===== src/sv/fpac_pkg.sv =====
// shared types, constants and status codes of the frame parser with additive checksum
package fpac_pkg;

	// header bytes and the sum of the full header
	localparam logic [7:0] HDR_A   = 8'hAA;
	localparam logic [7:0] HDR_B   = 8'h29;
	localparam logic [7:0] HDR_SUM = 8'(HDR_A + HDR_A + HDR_B);

	// reset value of the length limit
	localparam logic [7:0] MAX_LEN_RESET = 8'd255;

	// payload byte positions that are captured
	localparam logic [7:0] IDX_STATUS = 8'd0;
	localparam logic [7:0] IDX_TGT_LO = 8'd1;
	localparam logic [7:0] IDX_TGT_HI = 8'd2;
	localparam logic [7:0] IDX_LAT_0  = 8'd3;
	localparam logic [7:0] IDX_LAT_1  = 8'd4;
	localparam logic [7:0] IDX_LAT_2  = 8'd5;
	localparam logic [7:0] IDX_LAT_3  = 8'd6;

	// frame status codes
	localparam logic [1:0] ST_OK      = 2'd0;
	localparam logic [1:0] ST_CSUM    = 2'd1;
	localparam logic [1:0] ST_BAD_LEN = 2'd2;

	// parse phases
	typedef enum logic [2:0] {
		PH_HUNT1,
		PH_HUNT2,
		PH_HUNT3,
		PH_LENGTH,
		PH_PAYLOAD,
		PH_CHECK
	} phase_t;

	// one result word
	typedef struct packed {
		logic [1:0]         frame_status;
		logic [7:0]         payload_length;
		logic [7:0]         state_value;
		logic signed [15:0] target_id;
		logic signed [31:0] latitude_micro;
		logic [7:0]         received_checksum;
		logic [7:0]         computed_checksum;
	} result_t;

endpackage


===== src/sv/fpac_in_reg.sv =====
// input register stage holding one received byte
module fpac_in_reg (
	input  logic       clk,
	input  logic       arst_n,
	input  logic       in_valid,
	output logic       in_stall,
	input  logic [7:0] rx_byte,
	input  logic       adv,
	output logic       step,
	output logic [7:0] byte_s1
);
	import fpac_pkg::*;

	logic valid_s1;

	// the held word moves on when the result side can take it
	assign step     = valid_s1 & adv;
	assign in_stall = valid_s1 & ~adv;

	// valid flag
	always_ff @(posedge clk or negedge arst_n) begin
		if (!arst_n) begin
			valid_s1 <= 1'b0;
		end else if (!in_stall) begin
			valid_s1 <= in_valid;
		end
	end

	// byte payload
	always_ff @(posedge clk) begin
		if (!in_stall && in_valid) begin
			byte_s1 <= rx_byte;
		end
	end

endmodule


===== src/sv/fpac_parser.sv =====
// frame parse state machine, checksum and field capture
module fpac_parser (
	input  logic              clk,
	input  logic              arst_n,
	input  logic              step,
	input  logic [7:0]        byte_s1,
	input  logic [7:0]        max_len,
	output logic              res_valid,
	output fpac_pkg::result_t res
);
	import fpac_pkg::*;

	phase_t      phase_q, phase_d;
	logic [7:0]  idx_q, idx_d;
	logic [7:0]  len_q, len_d;
	logic [7:0]  sum_q, sum_d;
	logic [7:0]  stat_q, stat_d;
	logic [15:0] tgt_q, tgt_d;
	logic [31:0] lat_q, lat_d;
	logic        len_bad;
	logic [7:0]  idx_inc;
	logic [7:0]  sum_add;

	assign len_bad = (byte_s1 == 8'd0) || (byte_s1 > max_len);
	assign idx_inc = idx_q + 8'd1;
	assign sum_add = sum_q + byte_s1;

	// next phase
	always_comb begin
		phase_d = phase_q;
		unique case (phase_q)
			PH_HUNT1: phase_d = (byte_s1 == HDR_A) ? PH_HUNT2 : PH_HUNT1;
			PH_HUNT2: phase_d = (byte_s1 == HDR_A) ? PH_HUNT3 : PH_HUNT1;
			PH_HUNT3: begin
				priority if (byte_s1 == HDR_B) phase_d = PH_LENGTH;
				else if (byte_s1 == HDR_A)     phase_d = PH_HUNT3;
				else                           phase_d = PH_HUNT1;
			end
			PH_LENGTH:  phase_d = len_bad ? PH_HUNT1 : PH_PAYLOAD;
			PH_PAYLOAD: phase_d = (idx_inc >= len_q) ? PH_CHECK : PH_PAYLOAD;
			PH_CHECK:   phase_d = PH_HUNT1;
			default:    phase_d = PH_HUNT1;
		endcase
	end

	// datapath updates and result
	always_comb begin
		idx_d     = idx_q;
		len_d     = len_q;
		sum_d     = sum_q;
		stat_d    = stat_q;
		tgt_d     = tgt_q;
		lat_d     = lat_q;
		res_valid = 1'b0;
		res       = '0;
		unique case (phase_q)
			PH_HUNT3: begin
				if (byte_s1 == HDR_B) begin
					sum_d = HDR_SUM;
				end
			end
			PH_LENGTH: begin
				if (len_bad) begin
					res_valid          = 1'b1;
					res.frame_status   = ST_BAD_LEN;
					res.payload_length = byte_s1;
				end else begin
					len_d  = byte_s1;
					idx_d  = 8'd0;
					sum_d  = sum_add;
					stat_d = 8'd0;
					tgt_d  = 16'd0;
					lat_d  = 32'd0;
				end
			end
			PH_PAYLOAD: begin
				sum_d = sum_add;
				idx_d = idx_inc;
				unique case (idx_q)
					IDX_STATUS: stat_d        = byte_s1;
					IDX_TGT_LO: tgt_d[7:0]    = byte_s1;
					IDX_TGT_HI: tgt_d[15:8]   = byte_s1;
					IDX_LAT_0:  lat_d[7:0]    = byte_s1;
					IDX_LAT_1:  lat_d[15:8]   = byte_s1;
					IDX_LAT_2:  lat_d[23:16]  = byte_s1;
					IDX_LAT_3:  lat_d[31:24]  = byte_s1;
					default: ;
				endcase
			end
			PH_CHECK: begin
				res_valid             = 1'b1;
				res.frame_status      = (byte_s1 == sum_q) ? ST_OK : ST_CSUM;
				res.payload_length    = len_q;
				res.state_value       = stat_q;
				res.target_id         = tgt_q;
				res.latitude_micro    = lat_q;
				res.received_checksum = byte_s1;
				res.computed_checksum = sum_q;
			end
			default: ;
		endcase
		res_valid = res_valid & step;
	end

	// state registers
	always_ff @(posedge clk or negedge arst_n) begin
		if (!arst_n) begin
			phase_q <= PH_HUNT1;
			idx_q   <= 8'd0;
			len_q   <= 8'd0;
			sum_q   <= 8'd0;
			stat_q  <= 8'd0;
			tgt_q   <= 16'd0;
			lat_q   <= 32'd0;
		end else if (step) begin
			phase_q <= phase_d;
			idx_q   <= idx_d;
			len_q   <= len_d;
			sum_q   <= sum_d;
			stat_q  <= stat_d;
			tgt_q   <= tgt_d;
			lat_q   <= lat_d;
		end
	end

endmodule


===== src/sv/fpac_out_reg.sv =====
// result register towards the output channel
module fpac_out_reg (
	input  logic              clk,
	input  logic              arst_n,
	input  logic              res_valid,
	input  fpac_pkg::result_t res,
	output logic              adv,
	output logic              out_valid,
	input  logic              out_stall,
	output fpac_pkg::result_t out_res
);
	import fpac_pkg::*;

	logic valid_q;

	// free when empty or being taken this cycle
	assign adv       = ~valid_q | ~out_stall;
	assign out_valid = valid_q;

	// valid flag
	always_ff @(posedge clk or negedge arst_n) begin
		if (!arst_n) begin
			valid_q <= 1'b0;
		end else if (adv) begin
			valid_q <= res_valid;
		end
	end

	// result word
	always_ff @(posedge clk) begin
		if (adv && res_valid) begin
			out_res <= res;
		end
	end

endmodule


===== src/sv/frame_parser_additive_checksum_unit.sv =====
// top level of the byte-serial frame parser with additive checksum
// the last byte of a result sits in the input register, the result in the output register
// throughput: one byte per cycle, limited only by stall on the output channel
// a result word waits in the output register while the next byte is taken
// reset: asynchronous, clears the hunt state, captures and output valid; limit returns to 255
module frame_parser_additive_checksum_unit (
	input  logic               clk,
	input  logic               arst_n,
	input  logic               in_valid,
	output logic               in_stall,
	input  logic [7:0]         rx_byte,
	input  logic               cfg_valid,
	output logic               cfg_ready,
	input  logic [7:0]         cfg_data,
	output logic               out_valid,
	input  logic               out_stall,
	output logic [1:0]         frame_status,
	output logic [7:0]         payload_length,
	output logic [7:0]         state_value,
	output logic signed [15:0] target_id,
	output logic signed [31:0] latitude_micro,
	output logic [7:0]         received_checksum,
	output logic [7:0]         computed_checksum
);
	import fpac_pkg::*;

	logic       adv;
	logic       step;
	logic [7:0] byte_s1;
	logic [7:0] max_len_q;
	logic       res_valid;
	result_t    res;
	result_t    out_res;

	// length limit register
	assign cfg_ready = 1'b1;

	always_ff @(posedge clk or negedge arst_n) begin
		if (!arst_n) begin
			max_len_q <= MAX_LEN_RESET;
		end else if (cfg_valid && cfg_ready) begin
			max_len_q <= cfg_data;
		end
	end

	fpac_in_reg u_in_reg (
		.clk      (clk),
		.arst_n   (arst_n),
		.in_valid (in_valid),
		.in_stall (in_stall),
		.rx_byte  (rx_byte),
		.adv      (adv),
		.step     (step),
		.byte_s1  (byte_s1)
	);

	fpac_parser u_parser (
		.clk       (clk),
		.arst_n    (arst_n),
		.step      (step),
		.byte_s1   (byte_s1),
		.max_len   (max_len_q),
		.res_valid (res_valid),
		.res       (res)
	);

	fpac_out_reg u_out_reg (
		.clk       (clk),
		.arst_n    (arst_n),
		.res_valid (res_valid),
		.res       (res),
		.adv       (adv),
		.out_valid (out_valid),
		.out_stall (out_stall),
		.out_res   (out_res)
	);

	// result fields
	assign frame_status      = out_res.frame_status;
	assign payload_length    = out_res.payload_length;
	assign state_value       = out_res.state_value;
	assign target_id         = out_res.target_id;
	assign latitude_micro    = out_res.latitude_micro;
	assign received_checksum = out_res.received_checksum;
	assign computed_checksum = out_res.computed_checksum;

	// a good frame carries matching checksums
	a_ok_match: assert property (@(posedge clk) disable iff (!arst_n)
		(out_valid && frame_status == ST_OK) |-> (received_checksum == computed_checksum))
		else $error("ok frame with differing checksums");

	// a bad length word carries zero checksums and a zero state value
	a_bad_len_zero: assert property (@(posedge clk) disable iff (!arst_n)
		(out_valid && frame_status == ST_BAD_LEN) |->
			(received_checksum == 8'd0 && computed_checksum == 8'd0 && state_value == 8'd0))
		else $error("bad length word with non-zero fields");

	// status stays within its codes
	a_status_code: assert property (@(posedge clk) disable iff (!arst_n)
		out_valid |-> (frame_status == ST_OK || frame_status == ST_CSUM ||
			frame_status == ST_BAD_LEN))
		else $error("undefined frame status");

	// input stalls only while the result side is blocked
	a_stall_cause: assert property (@(posedge clk) disable iff (!arst_n)
		in_stall |-> (out_valid && out_stall))
		else $error("input stalled without output backpressure");

endmodule


===== config.mk =====
export PLATFORM = sky130hd
export DESIGN_NAME = frame_parser_additive_checksum_unit
export DESIGN_NICKNAME = d
export VERILOG_FILES = /design/src/sv/fpac_pkg.sv /design/src/sv/fpac_in_reg.sv /design/src/sv/fpac_parser.sv /design/src/sv/fpac_out_reg.sv /design/src/sv/frame_parser_additive_checksum_unit.sv
export SDC_FILE = /design/constraint.sdc
export NUM_CORES = 1
export LEC_CHECK = 0
export BUFFER_PORTS_ARGS = -buffer_cell sky130_fd_sc_hd__buf_2
export CORE_MARGIN = 1.5
export CORE_UTILIZATION = 35
export DETAILED_ROUTE_END_ITERATION = 12
export PLACE_DENSITY = 0.65
export SYNTH_ARGS = -nofsm -noshare
export SYNTH_HDL_FRONTEND = slang
export SYNTH_SLANG_ARGS = --single-unit

===== constraint.sdc =====
create_clock -name clk -period 5.9 [get_ports clk]
set_input_delay 0.295 -clock clk [delete_from_list [all_inputs] [get_ports clk]]
set_output_delay 0.295 -clock clk [all_outputs]
set_load 0.02 [all_outputs]

==> results.json <==
{
  "status": "finished, final reports clean",
  "synthDistinctLibCells": 57,
  "dieArea_um2": 23700,
  "layout_common_cells": "buf_2, edfxtp_1, dfrtp_1",
  "hold_viol": 0,
  "dp_hpwl_um": 11300,
  "port_buffers": 104,
  "area_growth_syn_to_layout_pct": 16.1,
  "ant_nets": 0,
  "mostFrequentLayoutCell": "buf_2",
  "fin_ws_ps": 2140,
  "clk_pin_slew_worst_paths_ps": 70,
  "grt_overflow": 0,
  "cts_root_buffer": "clkbuf_16",
  "finalWirelength_um": 16700,
  "max-vdd-ir-drop_mv": 0.145,
  "setup_tns_ps": 0,
  "seq_power_share": 0.542,
  "cts_tree": "built",
  "cp.arrival_ps": 3800,
  "hold_depth": 1,
  "power.leakage_uw": 0.00400,
  "clock-sinks": 183,
  "drt_iter0_markers": 314,
  "clockBufferDepth": 2,
  "p_sw_frac": 0.224,
  "final.min_clock_period_ps": 3760,
  "rsz0062_at_grt": "false",
  "p_total_uw": 2530,
  "grt_pass1_vias": 4903,
  "cts_buffers": 17,
  "pre_cts_ws_ps": 2160,
  "relSlewSlack": 0.247,
  "synth.ff_latch_count": 183,
  "power_density_nw_per_um2": 273,
  "r2r-end": "u_out_reg.out_res[6]$_SDFFCE_PP0P_",
  "yosysSeqAreaShare": 0.633,
  "p_sw_uw": 565,
  "synth_warnings": 0,
  "drc": 0,
  "routed_via_density": 4.93,
  "r2r_slack_ps": 2140,
  "core_um2": 22500,
  "initial_core_util": 0.354,
  "synth_cells": 594,
  "ctsResizeCount": 0,
  "synthArstFlopShare": 0.508,
  "io_pins": 106,
  "drv_slew": 0,
  "wl_per_cell_um": 17.0,
  "fmax_mhz": 266,
  "finalSetupViolations": 0,
  "maxCapViolCount": 0,
  "start_kind": "register",
  "gp_congestion": 0.785,
  "critPathLaunch": "u_in_reg.byte_s1[5]$_DFFE_PP_",
  "min_to": "u_in_reg.byte_s1[7]$_DFFE_PP_",
  "tightest_slew_ps": 1130,
  "synthFlopType": "edfxtp_1",
  "grt_pass1_wl_um": 26900,
  "hp-start": "rx_byte[7]",
  "syn_area_um2": 7960,
  "insertion_delay_ps": 430,
  "syn-num-nets": 643,
  "drive_above_1_share": 0.246,
  "cp-end-kind": "register",
  "rows": 55,
  "r2r_start": "u_in_reg.byte_s1[5]$_DFFE_PP_",
  "drt_pass1_iterations": 5,
  "r2r_cells": 6,
  "vias": 4843,
  "p_int_uw": 1960,
  "clock_power_share": 0.425,
  "final_cells": 983,
  "share_comb_of_total_power": 0.033,
  "nNetsFinal": 734,
  "die_y_um": 154,
  "track_usage": 0.148,
  "fill_cells": 2086,
  "synth_area_per_cell_um2": 13.4,
  "path_max_fanout": 82,
  "hold_path.class": "input port to register",
  "timing_worst_setup_path_type": "register to register",
  "htree_num_levels": 4,
  "holdWs_ps": 36.8,
  "post_cts_buffers": 0,
  "die_w_um": 154,
  "diodes": 0,
  "dp.cells": 950,
  "antenna_found_initial": 0,
  "final.setup_skew_ps": 12.8,
  "finalCritPeriodShare": 0.637,
  "critPathRequiredTime_ps": 5940,
  "synth_edf_count": 90,
  "grt_max_degree": 83
}
## synth_stat cells, types with 3 or more instances
| cell type | number | area, µm² |
|---|---|---|
| dfrtp_1 | 85 | 2130 |
| nand3_1 | 12 | 60.1 |
| ha_1 | 27 | 338 |
| a22o_1 | 64 | 561 |
| clkbuf_1 | 20 | 75.1 |
| nor2b_1 | 8 | 50.1 |
| a21o_1 | 12 | 90.1 |
| o21ai_2 | 8 | 70.1 |
| o22a_1 | 5 | 43.8 |
| nand2_1 | 19 | 71.3 |
| o21ai_0 | 15 | 75.1 |
| mux2_1 | 4 | 45.0 |
| dfstp_2 | 8 | 210 |
| nor2_1 | 17 | 63.8 |
| nor3_1 | 7 | 35.0 |
| o211ai_1 | 4 | 30.0 |
| mux2_2 | 11 | 124 |
| xor2_1 | 5 | 43.8 |
| xnor2_1 | 8 | 70.1 |
| and2_1 | 78 | 488 |
| buf_4 | 9 | 67.6 |
| nor3_4 | 3 | 48.8 |
| edfxtp_1 | 90 | 2700 |
| a21oi_1 | 11 | 55.1 |
| inv_1 | 22 | 82.6 |
## worst max-delay path, cell delays in order, from the launching register on
cell and delay, ps:
edfxtp_1 690, ha_1 450, a21oi_1 90, o21ai_0 470, o21ai_1 180, a21oi_2 480
o21a_4 900
## power by group through the flow
| stage | sequential (µW) | clock (µW) | combinational [µW] |
|---|---|---|---|
| 6_report | 1370 | 1070 | 83.1 |
| 5_1_grt | 1370 | 1150 | 94.9 |
| 4_1_cts | 1370 | 1100 | 84.0 |
| 3_5_place_dp | 1400 | 0 | 82.9 |
| 3_3_place_gp | 1400 | 0 | 81.1 |
| 2_1_floorplan | 1380 | 0 | 57.7 |
## layout make-up
| type | count | area (µm²) | area share |
|---|---|---|---|
| flip-flops and latches | 183 | 5040 | 0.545 |
| multi-input cells | 355 | 2670 | 0.289 |
| repair buffers | 106 | 541 | 0.0585 |
| clock buffers | 18 | 429 | 0.0464 |
| well taps | 285 | 357 | 0.0386 |
| clock inverters | 14 | 123 | 0.0133 |
| inverters | 22 | 82.6 | 0.00893 |
## how the worst max path moves through the flow
stage	endpoint	slack, ps	cells past startpoint
6_report	u_out_reg.out_res[6]$_SDFFCE_PP0P_	2140	6
5_1_grt	u_out_reg.out_res[36]$_SDFFCE_PP0P_	1860	6
4_1_cts	u_out_reg.out_res[36]$_SDFFCE_PP0P_	2140	7
3_5_place_dp	u_out_reg.out_res[56]$_SDFFCE_PP0P_	2160	6
3_3_place_gp	u_out_reg.out_res[39]$_SDFFCE_PP0P_	2290	6
2_1_floorplan	u_out_reg.out_res[0]$_SDFFCE_PP0P_	1630	9
## logic make-up after synthesis
logic type / Yosys count / share of synthesized area
simple gates: 164 / 0.123
flops: 183 / 0.633
mux: 15 / 0.0212
other cells: 1 / 0.000471
compound gates: 134 / 0.131
xor+xnor: 13 / 0.0143
buf+inv: 56 / 0.0328
fa+ha+maj: 28 / 0.0449
## routing by layer
metal,vias up,GRT usage,wire [µm]
li1,2347,-,-
met1,2345,0.207,8120
met2,139,0.224,7590
met3,12,0.0397,849
met4,0,0.0448,170
met5,-,0,0
## flip-flops by register name (all words and copies together) (netlist names)
name / count
max_len_q: 8
u_in_reg.byte_s1: 8
u_in_reg.valid_s1: 1
u_out_reg.out_res: 82
u_out_reg.out_valid: 1
u_parser.idx_q: 8
u_parser.lat_q: 32
u_parser.len_q: 8
u_parser.phase_q: 3
u_parser.stat_q: 8
u_parser.sum_q: 8
u_parser.tgt_q: 16
## timing repair
action                     CTS  global route
hold buffers                 1             0
hold endpoints to repair    38             0
setup endpoints to repair    0             0
## metrics by stage
step | area [µm²] | utilization
2_1_floorplan | 7960 | -
4_1_cts | 9240 | 0.411
5_1_grt | 9240 | 0.411
6_report | 9240 | 0.411
3_3_place_gp | 8680 | 0.386
3_5_place_dp | 8680 | 0.386
(Power assumes the default switching activity.)
